## src/design/rlgr1_pkg.sv

```systemverilog
// Shared types and constants for the RLGR1 entropy decoder.
package rlgr1_pkg;

  // Default parameter values
  localparam int unsigned MaxCoeffsDef  = 4096;
  localparam int unsigned ParamLimitDef = 80;

  // Fixed field widths
  localparam int unsigned CntW   = 13;
  localparam int unsigned ValW   = 16;
  localparam int unsigned ParamW = 7;

  // Reset value of the coefficient count register
  localparam logic [CntW-1:0] CoeffCountRst = 13'd4096;

  // Adaptive parameter start value and step sizes
  localparam logic [ParamW-1:0] ParamInit = 7'd8;
  localparam logic [7:0]        RunUp     = 8'd4;
  localparam logic [7:0]        RunDown   = 8'd6;
  localparam logic [7:0]        GrStep    = 8'd3;
  localparam logic [7:0]        CodeDown  = 8'd2;

  // Symbol decoding phase
  typedef enum logic [2:0] {
    PH_START   = 3'd0,
    PH_RL_RUN  = 3'd1,
    PH_RL_REM  = 3'd2,
    PH_RL_SIGN = 3'd3,
    PH_RL_MAG  = 3'd4,
    PH_RL_MREM = 3'd5,
    PH_GR_MAG  = 3'd6,
    PH_GR_MREM = 3'd7
  } phase_e;

  // Byte sequencer state
  typedef enum logic [1:0] {
    SEQ_IDLE  = 2'd0,
    SEQ_BITS  = 2'd1,
    SEQ_FINAL = 2'd2
  } seq_e;

  // Commands from the sequencer to the bit decoder
  typedef struct packed {
    logic step;
    logic bit_val;
    logic finish;
  } ctrl_t;

  // One decoded result
  typedef struct packed {
    logic [CntW-1:0] zeros_before;
    logic [ValW-1:0] value;
    logic            has_value;
    logic            end_of_tile;
  } result_t;

endpackage

```

## src/design/rlgr1_bit_decoder.sv

```systemverilog
// Bit-serial RLGR1 symbol decoder: consumes one stream bit per step.
module rlgr1_bit_decoder #(
  parameter int unsigned MAX_COEFFS  = rlgr1_pkg::MaxCoeffsDef,
  parameter int unsigned PARAM_LIMIT = rlgr1_pkg::ParamLimitDef
) (
  input  logic                        clk_i,
  input  logic                        rst_ni,
  input  rlgr1_pkg::ctrl_t            ctrl_i,
  input  logic [rlgr1_pkg::CntW-1:0]  coeff_count_i,
  output logic                        res_valid_o,
  output rlgr1_pkg::result_t          res_o
);

  localparam int unsigned PendW = $clog2(MAX_COEFFS + 1);
  localparam int unsigned SumW  = ((PendW > 16) ? PendW : 16) + 1;
  localparam int unsigned ZW    = (PendW > rlgr1_pkg::CntW) ? PendW : rlgr1_pkg::CntW;
  localparam logic [7:0]      Limit8 = 8'(PARAM_LIMIT);
  localparam logic [SumW-1:0] MaxSum = SumW'(MAX_COEFFS);

  localparam int unsigned CW = rlgr1_pkg::CntW;
  localparam int unsigned PW = rlgr1_pkg::ParamW;

  rlgr1_pkg::phase_e phase_q, phase_d;
  logic [PW-1:0]    kp_q, kp_d, krp_q, krp_d;
  logic [31:0]      unary_q, unary_d;
  logic [3:0]       rleft_q, rleft_d;
  logic [15:0]      racc_q, racc_d;
  logic [PendW-1:0] pend_q, pend_d;
  logic             sign_q, sign_d;
  logic [CW-1:0]    emit_q, emit_d;

  logic [CW-1:0]     cnt;
  logic [3:0]        k, kr;
  rlgr1_pkg::phase_e ph;
  logic [31:0]       un;
  logic [PendW-1:0]  pe;
  logic [SumW-1:0]   sum;
  logic [15:0]       acc_n, fin_rem, ushift, code, mag, half, gr_val;
  logic [16:0]       c1;
  logic [3:0]        left_n;
  logic              do_fin, fin_rl, b;
  logic [7:0]        kp_ext;
  logic [CW-1:0]     left, z, emit_n;

  // Clamp the count to the configured maximum
  always_comb begin
    if ({19'd0, coeff_count_i} > 32'(MAX_COEFFS)) begin
      cnt = CW'(MAX_COEFFS);
    end else begin
      cnt = coeff_count_i;
    end
  end

  assign k  = kp_q[PW-1:3];
  assign kr = krp_q[PW-1:3];
  assign b  = ctrl_i.bit_val;

  // Next state and result for one bit
  always_comb begin
    phase_d = phase_q;
    kp_d    = kp_q;
    krp_d   = krp_q;
    unary_d = unary_q;
    rleft_d = rleft_q;
    racc_d  = racc_q;
    pend_d  = pend_q;
    sign_d  = sign_q;
    emit_d  = emit_q;
    res_valid_o = 1'b0;
    res_o       = '0;
    ph      = phase_q;
    un      = unary_q;
    pe      = pend_q;
    sum     = '0;
    acc_n   = {racc_q[14:0], b};
    left_n  = rleft_q - 4'd1;
    do_fin  = 1'b0;
    fin_rem = '0;
    fin_rl  = 1'b0;
    ushift  = '0;
    code    = '0;
    mag     = '0;
    c1      = '0;
    half    = '0;
    gr_val  = '0;
    kp_ext  = {1'b0, kp_q};
    left    = '0;
    z       = '0;
    emit_n  = '0;

    if (ctrl_i.finish) begin
      // Emit the zero fill that closes the stream, then restart
      res_valid_o        = 1'b1;
      res_o.zeros_before = cnt - emit_q;
      res_o.end_of_tile  = 1'b1;
      phase_d = rlgr1_pkg::PH_START;
      kp_d    = rlgr1_pkg::ParamInit;
      krp_d   = rlgr1_pkg::ParamInit;
      unary_d = '0;
      rleft_d = '0;
      racc_d  = '0;
      pend_d  = '0;
      sign_d  = 1'b0;
      emit_d  = '0;
    end else if (ctrl_i.step &&
                 !(phase_q == rlgr1_pkg::PH_START && emit_q >= cnt)) begin
      // Open a new symbol in the mode that k selects
      if (phase_q == rlgr1_pkg::PH_START) begin
        un = '0;
        pe = '0;
        ph = (k != 4'd0) ? rlgr1_pkg::PH_RL_RUN : rlgr1_pkg::PH_GR_MAG;
      end
      unary_d = un;
      pend_d  = pe;
      phase_d = ph;

      unique case (ph)
        rlgr1_pkg::PH_RL_RUN: begin
          if (!b) begin
            sum    = SumW'(pe) + (SumW'(1) << k);
            pend_d = (sum > MaxSum) ? PendW'(MAX_COEFFS) : sum[PendW-1:0];
            kp_ext = {1'b0, kp_q} + rlgr1_pkg::RunUp;
            kp_d   = (kp_ext > Limit8) ? PW'(PARAM_LIMIT) : kp_ext[PW-1:0];
          end else begin
            rleft_d = k;
            racc_d  = '0;
            phase_d = (k != 4'd0) ? rlgr1_pkg::PH_RL_REM : rlgr1_pkg::PH_RL_SIGN;
          end
        end
        rlgr1_pkg::PH_RL_REM: begin
          racc_d  = acc_n;
          rleft_d = left_n;
          if (left_n == 4'd0) begin
            sum     = SumW'(pe) + SumW'(acc_n);
            pend_d  = (sum > MaxSum) ? PendW'(MAX_COEFFS) : sum[PendW-1:0];
            phase_d = rlgr1_pkg::PH_RL_SIGN;
          end
        end
        rlgr1_pkg::PH_RL_SIGN: begin
          sign_d  = b;
          unary_d = '0;
          phase_d = rlgr1_pkg::PH_RL_MAG;
        end
        rlgr1_pkg::PH_RL_MAG, rlgr1_pkg::PH_GR_MAG: begin
          if (b) begin
            unary_d = un + 32'd1;
          end else begin
            rleft_d = kr;
            racc_d  = '0;
            if (kr == 4'd0) begin
              do_fin  = 1'b1;
              fin_rem = '0;
            end else begin
              phase_d = (ph == rlgr1_pkg::PH_RL_MAG) ? rlgr1_pkg::PH_RL_MREM
                                                     : rlgr1_pkg::PH_GR_MREM;
            end
          end
        end
        rlgr1_pkg::PH_RL_MREM, rlgr1_pkg::PH_GR_MREM: begin
          racc_d  = acc_n;
          rleft_d = left_n;
          if (left_n == 4'd0) begin
            do_fin  = 1'b1;
            fin_rem = acc_n;
          end
        end
        default: begin
          // symbol start is resolved above
        end
      endcase

      // Close the magnitude code and adapt the parameters
      if (do_fin) begin
        fin_rl  = (ph == rlgr1_pkg::PH_RL_MAG) || (ph == rlgr1_pkg::PH_RL_MREM);
        ushift  = un[15:0] << kr;
        code    = fin_rem | ushift;
        phase_d = rlgr1_pkg::PH_START;
        if (un == 32'd0) begin
          krp_d = ({1'b0, krp_q} > rlgr1_pkg::CodeDown) ? krp_q - PW'(rlgr1_pkg::CodeDown)
                                                      : '0;
        end else if (un != 32'd1) begin
          if (un >= 32'(PARAM_LIMIT) || (32'(krp_q) + un) > 32'(PARAM_LIMIT)) begin
            krp_d = PW'(PARAM_LIMIT);
          end else begin
            krp_d = krp_q + un[PW-1:0];
          end
        end
        res_valid_o = 1'b1;
        if (fin_rl) begin
          mag    = sign_q ? (16'd0 - (code + 16'd1)) : (code + 16'd1);
          left   = cnt - emit_q;
          z      = (ZW'(pe) < ZW'(left)) ? pe[CW-1:0] : left;
          emit_n = emit_q + z;
          kp_d   = ({1'b0, kp_q} > rlgr1_pkg::RunDown) ? kp_q - PW'(rlgr1_pkg::RunDown)
                                                      : '0;
          res_o.zeros_before = z;
          if (emit_n < cnt) begin
            emit_d          = emit_n + CW'(1);
            res_o.value     = mag;
            res_o.has_value = 1'b1;
          end else begin
            emit_d = emit_n;
          end
        end else begin
          c1   = {1'b0, code} + 17'd1;
          half = c1[16:1];
          if (code == 16'd0) begin
            kp_ext = {1'b0, kp_q} + rlgr1_pkg::GrStep;
            kp_d   = (kp_ext > Limit8) ? PW'(PARAM_LIMIT) : kp_ext[PW-1:0];
            gr_val = '0;
          end else begin
            kp_d   = ({1'b0, kp_q} > rlgr1_pkg::GrStep) ? kp_q - PW'(rlgr1_pkg::GrStep)
                                                       : '0;
            gr_val = code[0] ? (16'd0 - half) : {1'b0, code[15:1]};
          end
          emit_d          = emit_q + CW'(1);
          res_o.value     = gr_val;
          res_o.has_value = 1'b1;
        end
      end
    end
  end

  // Control state
  always_ff @(posedge clk_i or negedge rst_ni) begin
    if (!rst_ni) begin
      phase_q <= rlgr1_pkg::PH_START;
      kp_q    <= rlgr1_pkg::ParamInit;
      krp_q   <= rlgr1_pkg::ParamInit;
      unary_q <= '0;
      rleft_q <= '0;
      racc_q  <= '0;
      pend_q  <= '0;
      sign_q  <= 1'b0;
      emit_q  <= '0;
    end else begin
      phase_q <= phase_d;
      kp_q    <= kp_d;
      krp_q   <= krp_d;
      unary_q <= unary_d;
      rleft_q <= rleft_d;
      racc_q  <= racc_d;
      pend_q  <= pend_d;
      sign_q  <= sign_d;
      emit_q  <= emit_d;
    end
  end

endmodule

```

## src/design/rlgr1_out_reg.sv

```systemverilog
// Output register that holds one result until the receiver takes it.
module rlgr1_out_reg (
  input  logic               clk_i,
  input  logic               rst_ni,
  input  logic               push_i,
  input  rlgr1_pkg::result_t data_i,
  input  logic               ready_i,
  output logic               valid_o,
  output rlgr1_pkg::result_t data_o,
  output logic               free_o
);

  logic               valid_q, valid_d;
  rlgr1_pkg::result_t data_q;

  // The slot is free when empty or being drained this cycle
  assign free_o  = !valid_q || ready_i;
  assign valid_o = valid_q;
  assign data_o  = data_q;

  always_comb begin
    valid_d = valid_q;
    if (push_i) begin
      valid_d = 1'b1;
    end else if (ready_i) begin
      valid_d = 1'b0;
    end
  end

  always_ff @(posedge clk_i or negedge rst_ni) begin
    if (!rst_ni) begin
      valid_q <= 1'b0;
    end else begin
      valid_q <= valid_d;
    end
  end

  // Load payload on push
  always_ff @(posedge clk_i) begin
    if (push_i) begin
      data_q <= data_i;
    end
  end

endmodule

```

## src/design/rlgr1_entropy_decoder_top.sv

```systemverilog
// Top level of the RLGR1 entropy decoder: byte sequencer, config and outputs.
//
// The slave stream carries the encoded bitstream one byte per request,
// most significant bit first, with tlast on the final byte of a stream.
// Each byte is shifted through the bit decoder one bit per cycle while the
// output slot is free: the sequencer accepts the byte, then steps its eight
// bits; a last byte is then followed by the closing zero-fill result.
// s_axis_tready is high only while the sequencer waits for a byte.
// The master stream carries up to one result per bit step, plus the
// closing result with tlast set. tuser is the has_value flag.
// A single output register sits between decoder and receiver; when the
// receiver stalls with a result held, the bit steps pause until the slot
// drains, so nothing is lost. tvalid rises in the cycle after the deciding bit.
// The config channel writes the coefficient count at any time; it must
// only be changed while no stream is in progress. cfg_ready is always high.
// Reset clears all decoder state, empties the output register and sets
// the coefficient count to 4096; each stream starts again after tlast.
module rlgr1_entropy_decoder_top #(
  parameter int unsigned MAX_COEFFS  = rlgr1_pkg::MaxCoeffsDef,
  parameter int unsigned PARAM_LIMIT = rlgr1_pkg::ParamLimitDef
) (
  input  logic        clk_i,
  input  logic        rst_ni,
  // Config channel
  input  logic        cfg_valid_i,
  input  logic [12:0] cfg_data_i,
  output logic        cfg_ready_o,
  // Input stream
  input  logic        s_axis_tvalid,
  output logic        s_axis_tready,
  input  logic [7:0]  s_axis_tdata,   // [7:0] stream_byte
  input  logic        s_axis_tlast,   // last_byte
  // Output stream
  output logic        m_axis_tvalid,
  input  logic        m_axis_tready,
  output logic [31:0] m_axis_tdata,   // [12:0] zeros_before, [28:13] value, rest zero
  output logic        m_axis_tuser,   // [0] has_value
  output logic        m_axis_tlast    // end_of_tile
);

  rlgr1_pkg::seq_e   state_q, state_d;
  logic [7:0]        shift_q, shift_d;
  logic [2:0]        bitcnt_q, bitcnt_d;
  logic              last_q, last_d;
  logic [12:0]       coeff_q;

  rlgr1_pkg::ctrl_t   ctrl;
  logic               res_valid, free;
  rlgr1_pkg::result_t res, out_data;

  // Coefficient count register
  assign cfg_ready_o = 1'b1;

  always_ff @(posedge clk_i or negedge rst_ni) begin
    if (!rst_ni) begin
      coeff_q <= rlgr1_pkg::CoeffCountRst;
    end else if (cfg_valid_i) begin
      coeff_q <= cfg_data_i;
    end
  end

  // Byte sequencer: accept, step eight bits, then close the stream if last
  always_comb begin
    state_d       = state_q;
    shift_d       = shift_q;
    bitcnt_d      = bitcnt_q;
    last_d        = last_q;
    s_axis_tready = 1'b0;
    ctrl.step     = 1'b0;
    ctrl.bit_val  = shift_q[7];
    ctrl.finish   = 1'b0;
    unique case (state_q)
      rlgr1_pkg::SEQ_IDLE: begin
        s_axis_tready = 1'b1;
        if (s_axis_tvalid) begin
          shift_d  = s_axis_tdata;
          last_d   = s_axis_tlast;
          bitcnt_d = '0;
          state_d  = rlgr1_pkg::SEQ_BITS;
        end
      end
      rlgr1_pkg::SEQ_BITS: begin
        if (free) begin
          ctrl.step = 1'b1;
          shift_d   = {shift_q[6:0], 1'b0};
          bitcnt_d  = bitcnt_q + 3'd1;
          if (bitcnt_q == 3'd7) begin
            state_d = last_q ? rlgr1_pkg::SEQ_FINAL : rlgr1_pkg::SEQ_IDLE;
          end
        end
      end
      rlgr1_pkg::SEQ_FINAL: begin
        if (free) begin
          ctrl.finish = 1'b1;
          state_d     = rlgr1_pkg::SEQ_IDLE;
        end
      end
      default: begin
        state_d = rlgr1_pkg::SEQ_IDLE;
      end
    endcase
  end

  always_ff @(posedge clk_i or negedge rst_ni) begin
    if (!rst_ni) begin
      state_q  <= rlgr1_pkg::SEQ_IDLE;
      bitcnt_q <= '0;
      last_q   <= 1'b0;
    end else begin
      state_q  <= state_d;
      bitcnt_q <= bitcnt_d;
      last_q   <= last_d;
    end
  end

  // Hold the byte being shifted out
  always_ff @(posedge clk_i) begin
    shift_q <= shift_d;
  end

  rlgr1_bit_decoder #(
    .MAX_COEFFS  (MAX_COEFFS),
    .PARAM_LIMIT (PARAM_LIMIT)
  ) u_dec (
    .clk_i         (clk_i),
    .rst_ni        (rst_ni),
    .ctrl_i        (ctrl),
    .coeff_count_i (coeff_q),
    .res_valid_o   (res_valid),
    .res_o         (res)
  );

  rlgr1_out_reg u_out (
    .clk_i   (clk_i),
    .rst_ni  (rst_ni),
    .push_i  (res_valid),
    .data_i  (res),
    .ready_i (m_axis_tready),
    .valid_o (m_axis_tvalid),
    .data_o  (out_data),
    .free_o  (free)
  );

  // Pack the result onto the master stream
  assign m_axis_tdata = {3'b000, out_data.value, out_data.zeros_before};
  assign m_axis_tuser = out_data.has_value;
  assign m_axis_tlast = out_data.end_of_tile;

`ifndef SYNTHESIS
  // A result is only produced when the output slot can take it
  assert property (@(posedge clk_i) disable iff (!rst_ni) res_valid |-> free)
    else $error("decoder result produced while output slot is busy");

  // After a byte request is taken, no new byte is taken in the next cycle
  assert property (@(posedge clk_i) disable iff (!rst_ni)
                   (s_axis_tvalid && s_axis_tready) |=> !s_axis_tready)
    else $error("byte accepted while previous byte still decoding");

  // The closing result never carries a coefficient
  assert property (@(posedge clk_i) disable iff (!rst_ni)
                   (m_axis_tvalid && m_axis_tlast) |-> !m_axis_tuser)
    else $error("end of tile result marked as holding a value");

  // The closing result leaves the sequencer ready for the next stream
  assert property (@(posedge clk_i) disable iff (!rst_ni)
                   ctrl.finish |=> s_axis_tready)
    else $error("sequencer not idle after closing a stream");
`endif

endmodule
```

## config.mk

```make
export PLATFORM = sky130hd
export DESIGN_NAME = rlgr1_entropy_decoder_top
export DESIGN_NICKNAME = d
export VERILOG_FILES = /design/src/design/rlgr1_pkg.sv /design/src/design/rlgr1_bit_decoder.sv /design/src/design/rlgr1_out_reg.sv /design/src/design/rlgr1_entropy_decoder_top.sv
export SDC_FILE = /design/constraint.sdc
export NUM_CORES = 1
export LEC_CHECK = 0
export BUFFER_PORTS_ARGS = -buffer_cell sky130_fd_sc_hd__buf_2
export CAP_MARGIN = 30
export CORE_MARGIN = 8
export CORE_UTILIZATION = 30
export CTS_CLUSTER_DIAMETER = 80
export CTS_CLUSTER_SIZE = 40
export DETAILED_ROUTE_END_ITERATION = 10
export PLACE_DENSITY = 0.49
export SYNTH_ARGS = -nofsm -noshare
export SYNTH_HDL_FRONTEND = slang
export SYNTH_HIERARCHICAL = 1
export SYNTH_SLANG_ARGS = --single-unit
```

## constraint.sdc

```tcl
create_clock -name clk_i -period 24.3 [get_ports clk_i]
set_input_delay 2.43 -clock clk_i [delete_from_list [all_inputs] [get_ports clk_i]]
set_output_delay 2.43 -clock clk_i [all_outputs]
set_load 0.005 [all_outputs]
```

# After elaboration in Yosys (flattened, before gate mapping)
# Index checks and enable logic that the tools add are counted.
[totals]
input_bits = 27
reg_bits = 154
output_inout_bits = 37
wordCells = 219
[op_classes]
eq_ne = 18
order_cmp = 13
n_addsub = 20
reduce_logical = 34
n_mux = 110
shift = 2
bitwise = 3
[op_table]
columns = ["operator", "count"]
rows = [
  ["$mux W13", 18],
  ["$mux W32", 6],
  ["$mux W7", 18],
  ["$mux W16", 7],
  ["$pmux W32 S2", 1],
  ["$mux W15", 4],
  ["$mux W30", 2],
  ["$pmux W15 S3", 1],
  ["$mux W3", 13],
  ["$gt A17 B13 Y1 const B", 2],
  ["$mux W17", 2],
  ["$add A32 B1 Y32 const B", 1],
  ["$add A7 B32 Y32", 1],
  ["$ge A32 B7 Y1 const B", 1],
  ["$gt A32 B7 Y1 const B", 1],
  ["$logic_not A32 Y1", 1],
  ["$ne A32 B1 Y1 const B", 1],
  ["$sub A1 B16 Y16 const A", 2],
  ["$add A13 B1 Y13 const B", 2],
  ["$lt A13 B13 Y1", 2],
  ["$pmux W13 S2", 1],
  ["$mux W1", 19],
  ["$add A13 B16 Y17", 1],
  ["$add A13 B17 Y17", 1],
  ["52 further kinds", 92],
]

# Longest topological paths before layout
[depth]
depth_word = 22
depth_mapped = 47
mapped_depth_nobuf = 44

# Hierarchy
# The synthesis kept the hierarchy.
[by_module_without_submodules]
columns = ["module", "seq_area_each_um2", "n_inst", "cells_each", "area_per_inst_um2"]
rows = [
  ["rlgr1_bit_decoder", 2379.8, 1, 1706, 12761.0],
  ["rlgr1_entropy_decoder_top", 716.9, 1, 83, 1256.2],
  ["rlgr1_out_reg", 955.9, 1, 34, 978.4],
]

# Worst setup path after synthesis
# Ideal clock, no wire load.
[synth_timing]
kind = "reg2reg"
from = "register coeff_q[12]"
to = "register u_dec.emit_q[7]"
path_stages_with_launch = 45
t_required_ns = 24.166
setup_time_ns = 0.134
period_less_slack_ns = 8.550
t_arrival_ns = 8.416
setup_slack_ns = 15.750
cell_sequence = "dfstp_2 -> inv_1 -> clkbuf_1 -> nand2_1 -> inv_1 -> fa_1 -> a21o_1 -> a21oi_1 -> o21bai_1 -> a21oi_1 -> o21bai_1 -> a21oi_1 -> xor2_1 -> ha_1 -> and4_1 -> o21ai_1 -> o2111ai_1 -> and2_1 -> [9 not listed] -> o21ai_0 -> a21oi_1 -> a311oi_1 -> o21bai_1 -> a21oi_1 -> xnor2_1 -> xnor2_1 -> ha_1 -> nand4_1 -> nor2_1 -> a21oi_1 -> o211ai_1 -> a31oi_1 -> nand4_1 -> or4_1 -> xnor2_1 -> a22oi_1 -> o21ai_0"
[synth_between]
elab_chain_cells = 12
elab_cells_between_ends = 19
classes_between = "add/sub: 3; order compare: 4; mux: 7; reduce/logical: 5"
[synth_lines]
columns = ["item", "line_no", "source"]
rows = [
  ["start: declaration", "rlgr1_entropy_decoder_top.sv:45", "logic [12:0] coeff_q;"],
  ["start signal: assignment", "rlgr1_entropy_decoder_top.sv:56", "coeff_q <= rlgr1_pkg::CoeffCountRst;"],
  ["start signal: assignment", "rlgr1_entropy_decoder_top.sv:58", "coeff_q <= cfg_data_i;"],
  ["$gt A13 B13 Y1", "rlgr1_bit_decoder.sv:47", "if ({19'd0, coeff_count_i} > 32'(MAX_COEFFS)) begin"],
  ["$mux W13 *", "rlgr1_bit_decoder.sv:47", ""],
  ["$sub A13 B13 Y13", "rlgr1_bit_decoder.sv:191", "left = cnt - emit_q;"],
  ["$lt A13 B13 Y1", "rlgr1_bit_decoder.sv:192", "z = (ZW'(pe) < ZW'(left)) ? pe[CW-1:0] : left;"],
  ["$mux W13", "rlgr1_bit_decoder.sv:192", ""],
  ["$add A13 B13 Y13", "rlgr1_bit_decoder.sv:193", "emit_n = emit_q + z;"],
  ["$add A13 B1 Y13 or $lt A13 B13 Y1 (tied branches)", "rlgr1_bit_decoder.sv:198, rlgr1_bit_decoder.sv:197", ""],
  ["$mux W13", "rlgr1_bit_decoder.sv:197", "if (emit_n < cnt) begin"],
  ["$mux W13", "rlgr1_bit_decoder.sv:189", "if (fin_rl) begin"],
  ["$mux W13", "rlgr1_bit_decoder.sv:173", "if (do_fin) begin"],
  ["$mux W13", "rlgr1_bit_decoder.sv:105", "end else if (ctrl_i.step &&"],
  ["$mux W13", "rlgr1_bit_decoder.sv:91", "if (ctrl_i.finish) begin"],
  ["end signal: assignment", "rlgr1_bit_decoder.sv:245", "emit_q <= emit_d;"],
  ["end: declaration", "rlgr1_bit_decoder.sv:30", "logic [CW-1:0] emit_q, emit_d;"],
]
# Every way passes the cells marked *; elsewhere a longest branch is shown, timed or not. The select of a mux whose other input is x is not followed.
# A chain may end at the register's enable or synchronous reset.

# Worst setup path in the final report
# Same ends and word-level chain as after synthesis.

==> qor.txt <==
Status - complete, no violations
Cell chosen for the clock root - clkbuf_16
RR Endpoint - u_dec/emit_q[7]
Buffers and inverters on the worst path - 2
Slowest CP cell - a31oi_1
Post-Synthesis Cells - 1,823
Std cell rows - 82
Synth warn - 6
Max VDD drop - 0.0000657 V
RSZ-0062 raised after global routing - false
Crit path max fanout - 16
Wire per inst - 19.4 um
Height of the chip - 240 um
Cts hold-fix bufs - 0
Dpl cell area - 15,800 um^2
Max Fclk - 0.103 GHz
HP Class - flop to flop
Syn_area_per_cell - 8.23 um^2
Max-slew headroom - 0.302
Final max-slew violation count - 0
Cell Area, Synth - 15,000 um^2
Final WS setup - 14.63 ns
Pin count of the biggest net entering global routing - 63
CTS clk-pin slew, worst paths - 0.06 ns
Crit path top cell by count - a21oi_1
Setup Fix Bufs, Post-CTS - 0
Lkg Pwr - 0.00704 uW
Worst EP required - 24.64 ns
Initial drt markers - 1,227
Most frequent cells in the layout - nand2_1 (158), nor2_1 (146), a21oi_1 (133)
DP Worst Slack - 14.72 ns
Number of global-route vias before repair - 13,334
Final min period - 9.67 ns
Commonest non-fill, non-tap cell in the layout - nand2_1
Synth unique cells - 100
Final setup fails - 0
Worst Tran Pin Value - 1.05 ns
GRT Overall Usage - 0.169
Post-route DRC - 0
Gr ovfl total - 0
Clk sink count - 154
Post-CTS resize count - 0
Setup CP Type - flop to flop
R2R setup slack - 14.63 ns
Final wirelength - 48,700 um
Post-synthesis sequential area ratio - 0.270
Gp weighted congestion - 0.898
Fin Clk Skew - 0.0139 ns
Cell family with most CP delay - compound AO/OA/AOI/OAI gates
Routed Antenna Nets - 0
Nets - 1,961
Clock latency on the worst-skew pair - 0.50 ns
Synth Flop Type - dfrtp_1
Clock Path Buffers - 2
Fin crit share - 0.398
Layout area overhead - 9.77%
Count of flip-flops with a built-in enable after synthesis - 39
Worst setup SP type - flop
Share of cells above drive strength 1 - 0.107
H-Tree Depth - 4
Drt pass-1 iters - 5
Max incr delay on CP - 0.67 ns
Fin Setup TNS - 0 ns
Pwr Density - 164 nW/um^2
Worst setup EP type - flop
Number of CTS-inserted buffers - 17
Hold Vio Cnt, Final - 0
WP depth - 41
Hpwl dp - 36,100 um
PortBufs - 59
Worst Setup EP - u_dec/emit_q[7]
Post-route cell area - 16,500 um^2
Setup crit start - coeff_q[12]
Vias per cell - 5.58
CP arrival - 10.01 ns
Core area - 49,800 um^2
Async set-reset flop share out of synthesis - 0.747
Total number of vias - 13,998
CTS tree - yes
Register bit total from synthesis - 154
Initial antenna violation count - 0
R2R Path Start - coeff_q[12]
I/O Pins - 64
First-pass GRT wire length - 76,900 um
Total die area - 57,400 um^2
Max cap viols - 0
Die width - 240 um
Antenna diodes - 0
FF-to-FF path depth - 41
Initial Util - 0.301
[kinds of logic after synthesis]
kind of cell    count (synthesis)  share of synthesized area
other cells                     2                   0.000501
compound gates                534                      0.234
buf+inv                       191                     0.0561
simple gates                  656                      0.229
mux                            64                     0.0496
xor+xnor                      112                     0.0663
fa+ha+maj                     110                     0.0941
flops                         154                      0.270
[metrics by stage]
step / total power [uW] / std cells / util / hold WS [ns]
after floorplan: 1890 / 1825 / - / 0.465
after detailed placement: 2380 / 2478 / 0.318 / 0.502
after global placement: 2370 / 2477 / 0.318 / 0.493
after global routing: 2940 / 2510 / 0.331 / 0.540
after CTS: 2710 / 2510 / 0.331 / 0.517
final: 2710 / 2510 / 0.331 / 0.513
[routing by layer]
| metal | track usage | vias up | part of all wire |
|---|---|---|---|
| met2 | 0.264 | 394 | 0.45 |
| met5 | 0 | - | 0 |
| li1 | - | 6722 | - |
| met4 | 0.0549 | 0 | 0.020 |
| met1 | 0.233 | 6833 | 0.47 |
| met3 | 0.0334 | 49 | 0.054 |
[power breakdown]
part,total (uW),switching [uW],internal (uW)
registers,441,102,339
logic,1960,1200,762
clock network,303,122,181
total,2710,1430,1280
[final cells by class]
| class | count | area [um^2] |
|---|---|---|
| tap | 672 | 841 |
| multi-input combinational | 1480 | 10100 |
| clock buffer | 24 | 519 |
| clock inverter | 8 | 129 |
| inverter | 92 | 345 |
| fill | 5214 | 33300 |
| timing repair buffer | 80 | 455 |
| sequential | 154 | 4050 |
[worst min path at each step]
| stage | startpoint | end | slack, ns | depth (start not counted) |
|---|---|---|---|---|
| after floorplan | u_dec/unary_q[27] | u_dec/unary_q[27] | 0.47 | 1 |
| after global placement | bitcnt_q[1] | bitcnt_q[1] | 0.49 | 1 |
| after detailed placement | last_q | last_q | 0.50 | 1 |
| after CTS | last_q | last_q | 0.52 | 1 |
| after global routing | last_q | last_q | 0.54 | 1 |
| final | coeff_q[6] | coeff_q[6] | 0.51 | 1 |
[cells in the mapped netlist, types with 10 or more instances]
cell type / instances / area share
o22ai_1: 24 / 0.010
nand2b_1: 20 / 0.0083
edfxtp_1: 39 / 0.078
xnor2_1: 77 / 0.045
mux2i_1: 26 / 0.017
a221o_1: 13 / 0.0087
o21ai_0: 124 / 0.041
nor3_1: 47 / 0.016
xor2_1: 34 / 0.020
or3_1: 12 / 0.0050
nand3_1: 51 / 0.017
buf_2: 14 / 0.0047
nor4_1: 25 / 0.010
ha_1: 104 / 0.087
a211oi_1: 15 / 0.0075
o21bai_1: 15 / 0.0075
a21oi_1: 133 / 0.044
and2_1: 36 / 0.015
o31ai_1: 11 / 0.0055
nor2_1: 146 / 0.037
nand2_1: 158 / 0.040
nor2b_1: 14 / 0.0058
mux2_2: 27 / 0.020
o21a_1: 11 / 0.0055
or2_2: 16 / 0.0067
a22o_1: 30 / 0.018
a22oi_1: 10 / 0.0050
dfrtp_1: 112 / 0.19
a21o_1: 28 / 0.014
o211ai_1: 10 / 0.0050
inv_1: 90 / 0.023
nand4_1: 30 / 0.013
a31oi_1: 23 / 0.0096
clkbuf_1: 61 / 0.015
and3_1: 33 / 0.014
[flip-flops by register name, indices dropped and copies added, names as in the netlist, 4 cells and up]
name,flops
coeff_q,13
shift_q,8
u_dec/emit_q,13
u_dec/kp_q,7
u_dec/krp_q,7
u_dec/pend_q,13
u_dec/racc_q,15
u_dec/rleft_q,4
u_dec/unary_q,32
u_out/data_o,31
Note: power is estimated with default switching activity, not from simulation.
